$ cat src/sv/ede_pkg.sv
// ----------------------------------------------------------------------------
// ede_pkg
// Shared types and constants for the edit distance engine.
// ----------------------------------------------------------------------------
package ede_pkg;

    localparam int CHAR_W   = 8;
    localparam int DIST_W   = 7;
    localparam int DIST_SAT = 127;

    typedef enum logic [1:0] {
        ACT_CLEAR  = 2'd0,
        ACT_APPEND = 2'd1,
        ACT_SOURCE = 2'd2,
        ACT_FINISH = 2'd3
    } t_action;

    typedef enum logic {
        ST_IDLE,
        ST_WAIT
    } t_state;

    typedef struct packed {
        logic              vld;
        logic [CHAR_W-1:0] ch;
    } t_wave;

endpackage

$ cat src/sv/ede_cell.sv
// ----------------------------------------------------------------------------
// ede_cell
// One column of the DP row: holds a target byte and its row entry, updates
// the entry as a source wave passes and hands the wave to the next cell.
// ----------------------------------------------------------------------------
module ede_cell
    import ede_pkg::*;
#(
    parameter int IDX = 0,
    parameter int LW  = 7
) (
    input  logic              i_clk,
    input  logic              i_rst_n,
    input  logic              i_clear,
    input  logic              i_load_en,
    input  logic [LW-1:0]     i_load_idx,
    input  logic [CHAR_W-1:0] i_load_ch,
    input  t_wave             i_wave,
    input  logic [LW-1:0]     i_left,
    input  logic [LW-1:0]     i_diag,
    output t_wave             o_wave,
    output logic [LW-1:0]     o_left,
    output logic [LW-1:0]     o_diag
);

    logic              r_tvld;
    logic [CHAR_W-1:0] r_tch;
    logic [LW-1:0]     r_up;
    logic              r_wave_vld;
    logic [CHAR_W-1:0] r_wave_ch;
    logic [LW-1:0]     r_left;
    logic [LW-1:0]     r_diag;

    logic [LW:0]       a_sum;
    logic [LW:0]       b_sum;
    logic [LW:0]       c_sum;
    logic [LW:0]       m_ab;
    logic [LW:0]       m_all;
    logic [LW-1:0]     n_val;

    always_comb begin
        a_sum = {1'b0, i_left} + {{LW{1'b0}}, 1'b1};
        b_sum = {1'b0, r_up} + {{LW{1'b0}}, 1'b1};
        c_sum = {1'b0, i_diag} + {{LW{1'b0}}, (r_tch != i_wave.ch)};
        m_ab  = (a_sum < b_sum) ? a_sum : b_sum;
        m_all = (m_ab < c_sum) ? m_ab : c_sum;
        n_val = m_all[LW-1:0];
    end

    always_ff @(posedge i_clk) begin
        if (!i_rst_n || i_clear) begin
            r_tvld     <= 1'b0;
            r_up       <= LW'(IDX + 1);
            r_wave_vld <= 1'b0;
        end else begin
            r_wave_vld <= i_wave.vld;
            if (i_load_en && (i_load_idx == LW'(IDX))) begin
                r_tvld <= 1'b1;
            end
            if (i_wave.vld && r_tvld) begin
                r_up <= n_val;
            end
        end
    end

    always_ff @(posedge i_clk) begin
        if (i_load_en && (i_load_idx == LW'(IDX))) begin
            r_tch <= i_load_ch;
        end
        r_wave_ch <= i_wave.ch;
        r_left    <= r_tvld ? n_val : i_left;
        r_diag    <= r_up;
    end

    assign o_wave.vld = r_wave_vld;
    assign o_wave.ch  = r_wave_ch;
    assign o_left     = r_left;
    assign o_diag     = r_diag;

endmodule

$ cat config.mk
export PLATFORM = sky130hd
export DESIGN_NAME = ede_cell
export DESIGN_NICKNAME = d
export VERILOG_FILES = /design/src/sv/ede_pkg.sv /design/src/sv/ede_cell.sv
export SDC_FILE = /design/constraint.sdc
export NUM_CORES = 1
export LEC_CHECK = 0
export ABC_AREA = 1
export BUFFER_PORTS_ARGS = -buffer_cell sky130_fd_sc_hd__buf_2
export CAP_MARGIN = 20
export CORE_ASPECT_RATIO = 0.75
export CORE_MARGIN = 2
export CORE_UTILIZATION = 56
export CTS_CLUSTER_DIAMETER = 150
export DETAILED_ROUTE_END_ITERATION = 10
export GPL_TIMING_DRIVEN = 0
export PLACE_DENSITY_LB_ADDON = 0.15
export RECOVER_POWER = 25
export SLEW_MARGIN = 10
export SYNTH_ARGS = -nofsm -noshare
export SYNTH_HDL_FRONTEND = slang
export SYNTH_SLANG_ARGS = --single-unit
$ cat constraint.sdc
create_clock -name i_clk -period 9 [get_ports i_clk]
set_clock_uncertainty 0.15 [all_clocks]
set_input_delay 0.45 -clock i_clk [delete_from_list [all_inputs] [get_ports i_clk]]
set_output_delay 0.45 -clock i_clk [all_outputs]
set_load 0.1 [all_outputs]
# Yosys cells after proc, flatten, opt, wreduce, memory -nomap -nowiden
# Cells that the tools add are included.
[word_totals]
out_inout_bits = 23
reg_bits = 39
in_bits = 42
[classes]
mux = 3
eq_ne = 1
addsub = 3
order_cmp = 2
n_reduce_logical = 5
[ops]
columns = ["operator", "count"]
rows = [
  ["$add 7x1->8 const B", 2],
  ["$lt 8x8->1", 2],
  ["$mux 7", 2],
  ["$add 7x1->8", 1],
  ["$mux 8", 1],
  ["$ne 8x8->1", 1],
  ["$logic_not 7->1", 1],
  ["$logic_and 1x1->1", 2],
  ["$logic_not 1->1", 1],
  ["$logic_or 1x1->1", 1],
]

# Logic depth before layout (Yosys ltp)
# Gate-level depths: netlist of run 1.
[logic_depth]
ltp_word = 6
mapped_depth = 27
depth_no_buf = 26

# Worst setup path before layout of run 1
# Ideal clock, no wire load.
[synth_path]
path_type = "input -> register"
startpoint = "input port i_left[0]"
endpoint = "register r_left[3], in the netlist o_left[3]"
required_ps = 8731
path_buffers = 1
stages = 21
arrival_ps = 3276
slack_ps = 5455
setup_time_ps = 119
cell_sequence = "ha_1 > nand2_1 > nor2_1 > nand2_1 > xor2_1 > inv_1 > ha_1 > nand2_1 > a21oi_2 > nand2_2 > nand2_4 > inv_2 > o21ai_0 > ha_1 > a21oi_1 > nor2_1 > a211oi_1 > clkbuf_1 > nand3_1 > nand3_1 > o21ai_1"
[synth_via]
elab_chain_cells = 6
[synth_rtl]
columns = ["item", "line_no", "rtl"]
rows = [
  ["from (decl)", "ede_cell.sv:19", "input logic [LW-1:0] i_left,"],
  ["$add 7x1->8 *", "ede_cell.sv:42", "a_sum = {1'b0, i_left} + {{LW{1'b0}}, 1'b1};"],
  ["$lt 8x8->1", "ede_cell.sv:45", "m_ab = (a_sum < b_sum) ? a_sum : b_sum;"],
  ["$mux 8 *", "ede_cell.sv:45", ""],
  ["$lt 8x8->1", "ede_cell.sv:46", "m_all = (m_ab < c_sum) ? m_ab : c_sum;"],
  ["$mux 7 *", "ede_cell.sv:46", ""],
  ["$mux 7 *", "ede_cell.sv:71", "r_left <= r_tvld ? n_val : i_left;"],
  ["to (signal assigned)", "ede_cell.sv:71", ""],
  ["to (decl)", "ede_cell.sv:31", "logic [LW-1:0] r_left;"],
]
# Mark *: on every way between the ends. The rest lies on a longest branch, timed or not.
# A chain may end at the register's enable or synchronous reset.

# Worst setup path after layout of run 1
[layout_path]
startpoint = "register r_up[0]"
endpoint = "register r_up[4]"
[layout_via]
elab_chain_cells = 5
[layout_rtl]
columns = ["item", "line_no", "rtl"]
rows = [
  ["from (decl)", "ede_cell.sv:28", "logic [LW-1:0] r_up;"],
  ["from (signal assigned)", "ede_cell.sv:53", "r_up <= LW'(IDX + 1);"],
  ["from (signal assigned)", "ede_cell.sv:61", "r_up <= n_val;"],
  ["$add 7x1->8 *", "ede_cell.sv:43", "b_sum = {1'b0, r_up} + {{LW{1'b0}}, 1'b1};"],
  ["$lt 8x8->1", "ede_cell.sv:45", ""],
  ["$mux 8 *", "ede_cell.sv:45", ""],
  ["$lt 8x8->1", "ede_cell.sv:46", ""],
  ["$mux 7 *", "ede_cell.sv:46", ""],
]
# Marks and branches as above.

==> run summary, run 1 <==
Reg2Reg Setup Slack - 4.68 ns
Post-CTS Resized - 0
Type of origin of the critical path - flip-flop
Die height - 58.49 um
Register area share after synthesis - 38.83%
WHS Path Cells - 1
Final #Nets - 417
Vias in the first global route - 1774
Clock network fraction of total power - 34.8%
FF+latch area - 860.8 sq um
Core Area - 3732 sq um
Number of unique standard cell types used by synthesis - 30
Die outline area - 4484 sq um
Vias per inst - 4.944
Cts hold-fix bufs - 0
Worst Path Max Fanout - 10
Die W - 76.66 um
N_diodes - 0
I/O Pins - 65
Design area - 2719 sq um
Peak supply drop - 127.4 uV
Root buf cell - clkbuf_8
Multi-input combinational cell area - 1144 sq um
Via count - 2032
Length of the first detailed-routing pass in iterations - 4
DP Area - 2616 sq um
CTS tree - built
Comb pwr share - 22.0%
Routed len/inst - 12.39 um
Cells after Synth - 286
Register share of total power - 43.3%
Htree depth - 2
Leakage power - 1.373 nW
Critical Path End - r_up[4]$_SDFFE_PP0P_
I/O Buffers - 64
Setup bufs post-CTS - 0
Post-DP HPWL - 4056 um
Clock slew at reported path FFs - 0.08 ns
Met1 wire length - 2351 um
Layout cells sized above 1 - 25.07%
Worst-skew pair later-pin latency - 0.30 ns
Sw Pwr - 130.7 uW
Final WL - 5094 um
FF-to-FF End - r_up[4]$_SDFFE_PP0P_
Worst Tran Pin Value - 0.5831 ns
Endpoints failing hold - 0
WP data required - 9.10 ns
Wire length on met3 - 338 um
RSZ-0062 raised after global routing - no
Kind of critical path - reg2reg
P per Cell Area - 155.4 nW/um^2
Critical Path Source - r_up[0]$_SDFFE_PP1P_
Tcrit/Tclk final - 48.00%
Filler Cells Inserted - 328
Rows - 19
Tot GR Track Use - 23.34%
Initial Util - 59.40%
Status - finished clean
#FFs+latches synth - 39
Routed wl met2 - 2343 um
CTS sink count - 39
Sw frac - 30.93%
Synth warnings - 0
Final min period - 4.320 ns
Iter 0 DRT Violations - 180
Worst r2r path cells - 20
Origin of the critical flop-to-flop path - r_up[0]$_SDFFE_PP1P_
Critical path arrival - 4.42 ns
Max-cap viol count - 0
Synthesized area - 2217 sq um
Worst hold-check path type - in2reg
Clk buf depth - 2
Global route total overflow - 0
Num CTS Buffers - 5
Post-synthesis area per instance - 7.752 sq um
DRC Markers - 0
Area growth syn-to-layout - 22.63%
Final Max Slew Viols - 0
Placer Congestion - 0.9071
Setup TNS - 0 ns
First-pass GRT wire length - 7983 um
ANT nets after route - 0
Highest Clock Rate - 0.2315 GHz
Internal - 291.8 uW
Post-Syn Nets - 345
Slew headroom - 60.72%
Largest net degree at the start of global routing - 14
Count of final setup violators - 0
CP Capture Type - flip-flop
Initial antenna violation count - 0
Top routing layer used - met4
## worst max-delay path: stages (launching register included)
cell and delay, ns:
dfxtp_1 0.51, ha_1 0.25, nand3_1 0.12, nor3_1 0.20, xor2_1 0.13, ha_1 0.29
nand2_1 0.05, a21oi_2 0.11, nand2_2 0.08, nand2_4 0.10, inv_2 0.08, o21ai_0 0.43
ha_1 0.35, a21oi_1 0.14, nor2_1 0.05, a211oi_1 0.36, clkbuf_1 0.43, nand3_1 0.15
nand3_1 0.16, nand2_1 0.07, inv_1 0.05
## cell usage after synthesis
library cell | n | area share (%)
a211oi_1 | 1 | 0.34
a21oi_1 | 9 | 2.0
a21oi_2 | 1 | 0.40
and2_1 | 1 | 0.28
buf_2 | 1 | 0.23
buf_4 | 2 | 0.68
buf_8 | 1 | 0.68
clkbuf_1 | 1 | 0.17
clkinv_1 | 1 | 0.17
dfxtp_1 | 31 | 28
edfxtp_1 | 8 | 11
ha_1 | 17 | 9.6
inv_1 | 44 | 7.4
inv_2 | 3 | 0.51
nand2_1 | 62 | 10
nand2_2 | 9 | 2.5
nand2_4 | 2 | 1.0
nand3_1 | 27 | 6.1
nand3_2 | 4 | 1.8
nand4_1 | 5 | 1.4
nor2_1 | 16 | 2.7
nor2_2 | 1 | 0.28
nor3_1 | 2 | 0.45
nor4_1 | 2 | 0.56
o21ai_0 | 7 | 1.6
o21ai_1 | 7 | 1.6
or2_0 | 1 | 0.28
or4_1 | 1 | 0.34
xnor2_1 | 9 | 3.6
xor2_1 | 10 | 4.0
## cells in the final DEF (no fill, tap or decap)
| master | instances |
|---|---|
| buf_4 | 3 |
| nor2_2 | 1 |
| nand2_4 | 2 |
| nand2_1 | 62 |
| xor2_1 | 10 |
| dfxtp_1 | 31 |
| buf_2 | 57 |
| clkinv_2 | 1 |
| nand4_1 | 5 |
| clkbuf_1 | 9 |
| a211oi_1 | 1 |
| nor4_2 | 1 |
| or2_0 | 1 |
| nand3_1 | 27 |
| xnor2_1 | 9 |
| o21ai_1 | 7 |
| ha_1 | 17 |
| and2_1 | 1 |
| clkinv_1 | 1 |
| or4_1 | 1 |
| o21ai_0 | 7 |
| edfxtp_1 | 8 |
| bufinv_16 | 1 |
| nor4_1 | 1 |
| nor2_1 | 16 |
| nor3_1 | 2 |
| a21oi_1 | 9 |
| inv_2 | 3 |
| nand3_2 | 4 |
| buf_8 | 1 |
| clkinv_4 | 1 |
| clkbuf_8 | 5 |
| a21oi_2 | 1 |
| inv_1 | 44 |
| nand2_2 | 9 |
## final cells by class
class | instances | share of cell area (%)
buffer | 5 | 1.427
timing repair buffer | 65 | 11.69
sequential | 39 | 31.66
clock buffer | 5 | 2.531
multi-input combinational | 194 | 42.06
tap | 52 | 2.393
clock inverter | 3 | 1.611
inverter | 48 | 6.627
## stage by stage
stage	power, mW	util (%)	instances	hold slack, ns	setup WS (ns)
CTS	0.4233	73.11	411	0.1268	4.729
floorplan	0.2554	-	286	0.2015	5.455
global route	0.4414	72.85	411	0.1434	4.360
global placement	0.2764	69.73	402	0.2129	4.712
finish	0.4224	72.85	411	0.1489	4.680
detailed placement	0.2790	70.10	403	0.2228	4.672
## kinds of logic after synthesis
group                    synth area share (%)
AND/OR/NAND/NOR                         28.27
buffers and inverters                   9.875
flip-flops                              38.83
AO/OA/AOI/OAI                           5.925
XOR/XNOR                                7.506
adder cells (fa/ha/maj)                 9.593
## power by group through the flow
stage	clock network (mW)	registers (mW)	logic, mW
after detailed placement	0	0.187	0.0922
after floorplan	0	0.213	0.0420
after global placement	0	0.187	0.0898
after CTS	0.148	0.183	0.0929
final	0.147	0.183	0.0928
after global routing	0.158	0.183	0.101
## how the worst min path moves through the flow
| stage | endpoint | from | slack (ns) |
|---|---|---|---|
| finish | r_wave_ch[6]$_DFF_P_ | i_wave[6] | 0.15 |
| global route | r_wave_ch[5]$_DFF_P_ | i_wave[5] | 0.14 |
| CTS | r_wave_ch[3]$_DFF_P_ | i_wave[3] | 0.13 |
| detailed placement | o_diag[6]$_DFF_P_ | r_up[6]$_SDFFE_PP0P_ | 0.22 |
| global placement | o_diag[6]$_DFF_P_ | r_up[6]$_SDFFE_PP0P_ | 0.21 |
| floorplan | o_diag[6]$_DFF_P_ | r_up[6]$_SDFFE_PP0P_ | 0.20 |
## flip-flops by register name (all words and copies together), names as in the netlist
register	count
r_tch	8
r_tvld	1
r_up	7
r_wave_vld	1
o_diag	7
o_left	7
r_wave_ch	8
## routing by layer
metal	vias up	track usage (%)
li1	1049	-
met1	899	31.51
met2	75	38.81
met3	9	5.061
met4	0	6.234
met5	-	0
No activity file was read; power rests on OpenSTA's default activity.
==> run 2, diff against run 1 <==
Settings changed: ABC_AREA 1 to 0, CORE_UTILIZATION 56 to 51.
Clock period 9 ns to 4.15 ns, I/O delays scaled along.
==> run 2 against run 1 <==
Sequential power grew 120%. Routed wire length grew 2.3%. Via count shrank 6.7%. Worst hold slack lost 0.069 ns. Critical path type is now in2reg. Clock power grew 65%. Largest power group unchanged. Synthesized cell count shrank 26%. Final area grew 11%. Global-route usage shrank 0.66 points. Critical endpoint is now o_left[1]$_DFF_P_. Combinational power grew to 2.8 times the previous value. First-iteration DRC count shrank 48%. Count of clock-buffer cells in the layout is the same. Register-to-register slack lost 4.5 ns.
==> run summary, run 2 <==
Clk buf depth - 2
Most common cell in the netlist - dfxtp_1
Leakage power - 1.309 nW
Global route total overflow - 0
#FFs+latches synth - 39
Max-cap viol count - 0
Final WL - 5213 um
Sw frac - 32.18%
Cells after Synth - 213
Sw Pwr - 289.5 uW
Die W - 77.42 um
Post-synthesis area per instance - 9.681 sq um
Commonest non-fill, non-tap cells in the layout - buf_2, dfxtp_1, nand2_1
Crit-path max cell delay - 0.62 ns
Worst hold-check path type - in2reg
Commonest cells in the netlist - dfxtp_1, nand2_1, ha_1
ANT nets after route - 0
Post-Syn Nets - 272
Number of unique standard cell types used by synthesis - 41
Post-DP HPWL - 3625 um
Met1 Use GR - 31.53%
Vias per inst - 5.192
CP Cell Sequence - buf_2, nand3_2, nor4_1, ha_4, a211oi_2, o211ai_1, o22ai_2, buf_6, mux2_4, ha_1, a21o_1, a21oi_2, o22ai_2, nor2_4, nand3_2, mux2_4, a21oi_2, o22ai_1
Setup TNS - 0 ns
CP max stage cell - nor4_1
DRC Markers - 0
P per Cell Area - 297.2 nW/um^2
Synth Flop Type - dfxtp_1
Die outline area - 4573 sq um
Via count - 1895
Register share of total power - 43.7%
Final min period - 4.043 ns
Top flop regs - r_tch: 8 flops, r_wave_ch: 8 flops
Status - finished clean
Final Max Slew Viols - 0
Internal - 610.2 uW
Largest net degree at the start of global routing - 14
Area leader, netlist - dfxtp_1
Worst Path Max Fanout - 8
Area growth syn-to-layout - 46.78%
Core Area - 3756 sq um
Clock network fraction of total power - 27.0%
Top cell type's share of synthesized area - 30.10%
Synth warnings - 0
Htree depth - 2
Layout cells sized above 1 - 40.26%
Root buf cell - clkbuf_8
GRT busiest layer - met2
Filler Cells Inserted - 257
Comb pwr share - 29.2%
WP data required - 4.14 ns
I/O Pins - 65
Most area-consuming cells after synthesis - dfxtp_1, edfxtp_1, ha_1
Num CTS Buffers - 5
Design area - 3027 sq um
Critical path arrival - 4.04 ns
DP Area - 2447 sq um
Clock slew at reported path FFs - 0.07 ns
Highest Clock Rate - 0.2474 GHz
Tcrit/Tclk final - 97.42%
Rows - 19
Placer Congestion - 0.8771
Initial antenna violation count - 0
CTS tree - built
Tot GR Track Use - 22.68%
Iter 0 DRT Violations - 93
Peak supply drop - 217.1 uV
Initial Util - 54.90%
Slew headroom - 52.11%
CTS sink count - 39
Grt met3 use - 4.268%
Worst-skew pair later-pin latency - 0.28 ns
Worst Tran Pin Value - 0.7118 ns
Kind of critical path - in2reg
Routed len/inst - 14.28 um
Length of the first detailed-routing pass in iterations - 4
Vias in the first global route - 1762
Die height - 59.07 um
Final #Nets - 371
Ys async rst share - 0%
Register area share after synthesis - 41.75%
Type of origin of the critical path - input port
Synthesized area - 2062 sq um
Post-synth EDFFs - 8
M2 GR Usage - 37.64%
CP Capture Type - flip-flop
N_diodes - 0
Count of final setup violators - 0
Most common cell after layout, fill and taps aside - buf_2
Endpoints failing hold - 0
I/O Buffers - 64
First-pass GRT wire length - 8079 um
run 2: changes by cell type in the layout (fill, tap and decap cells not counted), sizes merged, moves of 5 or more:
cell         delta
inv            -30
buf            +10
o31ai           +5
o21ai           -5
mux2i           +6
nand3          -17
dlygate4sd3    +17
o22ai           +7
nand2          -52
run 2: worst max-delay path, delay by kind of cell:
| family | cells | cell delay (ns) |
|---|---|---|
| compound gates | 8 | 1.33 |
| simple gates | 4 | 0.98 |
| mux | 2 | 0.66 |
| fa+ha+maj | 2 | 0.51 |
| buf+inv | 2 | 0.33 |
run 2: per-layer routing:
layer / wire length (um) / vias up
met5: 0 / -
met4: 36 / 0
met3: 373 / 4
met2: 2470 / 75
met1: 2332 / 876
li1: - / 940
run 2: power by group through the flow:
stage / combinational (mW) / clock [mW] / sequential (mW)
after detailed placement: 0.201 / 0 / 0.405
after CTS: 0.235 / 0.248 / 0.395
final: 0.263 / 0.243 / 0.394
after global routing: 0.280 / 0.267 / 0.394
after global placement: 0.197 / 0 / 0.405
after floorplan: 0.0899 / 0 / 0.463
run 2: cell type report:
class / count / area [sq um] / area share, %
buffer: 5 / 37.54 / 1.240
inverter: 15 / 56.30 / 1.860
tap: 52 / 65.06 / 2.150
timing repair buffer: 92 / 560.5 / 18.52
multi-input combinational: 154 / 1344 / 44.40
sequential: 39 / 877.1 / 28.98
clock inverter: 3 / 17.52 / 0.5788
clock buffer: 5 / 68.82 / 2.274
run 2: logic make-up (layout without fill, tap and decap cells):
family	Yosys count	count (layout)	synth area share, %
AOI/OAI and AO/OA	41	41	12.80
buffers and inverters	20	120	4.369
xor gates and xnor gates	24	24	10.56
DFF	39	39	41.75
adders and majority gates	17	17	10.32
muxes	10	10	5.097
and+or+nand+nor	62	62	15.11
run 2: through the flow:
step                hold slack [ns]  power, mW  setup slack (ns)  std cells  util, %
floorplan                   0.08522     0.5524            0.4013        213        -
global placement             0.1842     0.6021           -0.2366        329    65.16
detailed placement           0.1850     0.6057           -0.2896        329    65.16
CTS                         0.07210     0.8778          0.001879        362    75.55
global route                0.09209     0.9418          -0.05169        365    80.58
finish                      0.07975     0.8996            0.1072        365    80.58
run 2: worst paths after layout:
check | startpoint | endpoint | slack, ns | cells past startpoint
hold / removal | i_clear | r_tvld$_SDFFE_PP0P_ | 0.08 | 3
setup reg to reg | r_up[0]$_SDFFE_PP1P_ | o_left[1]$_DFF_P_ | 0.18 | 19
setup / recovery | i_left[2] | o_left[1]$_DFF_P_ | 0.11 | 18
hold reg to reg | r_up[1]$_SDFFE_PP0P_ | o_diag[1]$_DFF_P_ | 0.27 | 0
run 2: repair_timing:
item | in CTS | in global routing
setup buffers | 7 | 3
endpoints found under the hold margin | 17 | 0
pin swaps | 5 | 11
hold buffers | 17 | 0
resized for setup | 26 | 28
gates cloned | 1 | 0
setup endpoints to repair | 14 | 14
==> run 3, diff against run 2 <==
Settings changed: ABC_AREA 0 to 1, CAP_MARGIN 20 to default, CORE_UTILIZATION 51 to 52.
==> run 3 against run 2 <==
Flip-flop and latch count unchanged. Count of clock-buffer cells in the layout did not move. Worst hold slack worse by 0.033 ns. Highest routed layer unchanged. Global-route usage barely moved. Utilization decreased by 9.4 points.
==> run summary, run 3 (synthesis gave the netlist of run 1 again) <==
Placer Congestion - 0.8702
Routed len/inst - 11.90 um
ANT nets after route - 0
Wire length on met3 - 446 um
Reg2Reg Setup Slack - 0.42 ns
Tcrit/Tclk final - 89.94%
Met1 wire length - 2426 um
Die height - 60.55 um
RSZ-0062 raised after global routing - no
Clock network fraction of total power - 34.6%
Max-cap viol count - 0
Placed Cells - 406
Setup bufs post-CTS - 0
Iter 0 DRT Violations - 98
Die W - 79.40 um
Highest Clock Rate - 0.2679 GHz
Initial Util - 54.36%
Core Area - 4079 sq um
Root buf cell - clkbuf_8
CP max stage cell - dfxtp_1
Num CTS Buffers - 5
DRC Markers - 0
Via count - 2087
Comb pwr share - 22.9%
Endpoints failing hold - 0
Sw Pwr - 289.5 uW
Vias per inst - 4.842
Most common cell after layout, fill and taps aside - nand2_1
Die outline area - 4808 sq um
Global route total overflow - 0
Largest net degree at the start of global routing - 14
CP Cell Sequence - ha_1, nand3_1, nor3_1, xor2_1, ha_1, nand2_1, a21oi_2, nand2_2, nand2_4, inv_2, nand2_1, o21ai_1, ha_1, a21oi_1, nor2_1, a211oi_2, clkbuf_4, nand3_1, nand3_1, nand2_1, inv_1
I/O Buffers - 64
Leakage power - 1.449 nW
Routed wl met2 - 2221 um
FF-to-FF End - r_up[4]$_SDFFE_PP0P_
Family with the most delay on the worst path - simple AND/OR/NAND/NOR gates
Register share of total power - 42.5%
Commonest non-fill, non-tap cells in the layout - nand2_1, buf_2, inv_1
Critical path arrival - 3.83 ns
Crit-path max cell delay - 0.41 ns
Top flop regs - r_tch: 8 flops, r_wave_ch: 8 flops
Count of final setup violators - 0
Internal - 643.9 uW
Rows - 20
Status - finished clean
WHS Path Cells - 3
Final min period - 3.733 ns
Slew headroom - 66.11%
Hold Crit Endpoint - o_left[3]$_DFF_P_
Worst Path Max Fanout - 10
Final Max Slew Viols - 0
Design area - 2904 sq um
DP Area - 2620 sq um
Clock slew at reported path FFs - 0.08 ns
Final std cells w/o fill - 431
Worst-skew pair later-pin latency - 0.29 ns
CTS tree - built
Type of origin of the critical path - flip-flop
Htree depth - 2
Filler Cells Inserted - 331
P per Cell Area - 321.4 nW/um^2
Design Power - 933.4 uW
Initial antenna violation count - 0
Post-Place Worst Slack - -0.08832 ns
Clk buf depth - 2
Top routing layer used - met4
Final setup margin - 0.4173 ns
I/O Pins - 65
Layout cells sized above 1 - 25.00%
Worst r2r path cells - 21
Area growth syn-to-layout - 30.98%
Buf/Inv on CP - 3
WP data required - 4.25 ns
CP Capture Type - flip-flop
N_diodes - 0
Sw frac - 31.02%
Post-DP HPWL - 3899 um
Tot GR Track Use - 22.70%
Final #Nets - 434
Kind of critical path - reg2reg
Length of the first detailed-routing pass in iterations - 4
Vias in the first global route - 1841
CTS sink count - 39
Final WL - 5127 um
Hold_sp - i_left[3]
Peak supply drop - 227.3 uV
Origin of the critical flop-to-flop path - r_up[1]$_SDFFE_PP0P_
First-pass GRT wire length - 8169 um
Worst hold-check path type - in2reg
Worst Tran Pin Value - 0.5030 ns
[run 3: worst max path at each step]
| stage | slack (ns) | from | end | cells after the start |
|---|---|---|---|---|
| finish | 0.42 | r_up[1]$_SDFFE_PP0P_ | r_up[4]$_SDFFE_PP0P_ | 21 |
| detailed placement | -0.09 | r_up[0]$_SDFFE_PP1P_ | r_up[4]$_SDFFE_PP0P_ | 20 |
| global route | 0.01 | r_up[1]$_SDFFE_PP0P_ | r_up[4]$_SDFFE_PP0P_ | 22 |
| floorplan | 0.65 | r_up[0]$_SDFFE_PP1P_ | o_left[3]$_DFF_P_ | 19 |
| CTS | 0.02 | r_up[0]$_SDFFE_PP1P_ | r_up[4]$_SDFFE_PP0P_ | 20 |
| global placement | -0.01 | r_up[0]$_SDFFE_PP1P_ | r_up[4]$_SDFFE_PP0P_ | 20 |
[run 3: repair_timing]
action                     4_1_cts  5_1_grt
hold buffers                    17        0
gates resized for setup          1        7
setup endpoints to repair       12       14
hold endpoints to repair        17        0
[run 3: final cells by class]
type,count,area (sq um),area share (%)
multi-input combinational,194,1149,39.55
sequential,39,863.3,29.73
timing repair buffer,82,488.0,16.80
inverter,48,180.2,6.204
clock buffer,5,68.82,2.370
tap,55,68.82,2.370
clock inverter,3,43.79,1.508
buffer,5,42.54,1.465
[run 3: worst register-to-register path: cells and delay by family (launching register included)]
family / cells / cell delay [ns]
AOI/OAI and AO/OA: 4 / 0.64
xor gates and xnor gates: 1 / 0.25
adders and majority gates: 3 / 0.80
buffers and inverters: 3 / 0.47
DFF: 1 / 0.41
and+or+nand+nor: 10 / 0.97
[run 3: power by group through the flow]
stage | registers, mW | clock network [mW] | logic, mW
after CTS | 0.396 | 0.321 | 0.213
after global routing | 0.397 | 0.342 | 0.234
final | 0.396 | 0.323 | 0.214
after detailed placement | 0.405 | 0 | 0.200
after floorplan | 0.463 | 0 | 0.0912
after global placement | 0.405 | 0 | 0.195
[run 3: through the flow]
step           setup TNS (ns)  util [%]  hold slack, ns
4_1_cts                     0     71.20         0.04561
2_1_floorplan               0         -         0.08522
6_report                    0     71.20         0.04714
3_5_place_dp          -0.5877     64.23          0.1879
5_1_grt                     0     71.20         0.04816
3_3_place_gp         -0.02278     63.90          0.1848
[run 3: per-layer routing]
| layer | vias to the layer above | GRT usage (%) |
|---|---|---|
| li1 | 1097 | - |
| met1 | 911 | 31.26 |
| met2 | 72 | 35.47 |
| met3 | 7 | 8.185 |
| met4 | 0 | 3.695 |
| met5 | - | 0 |
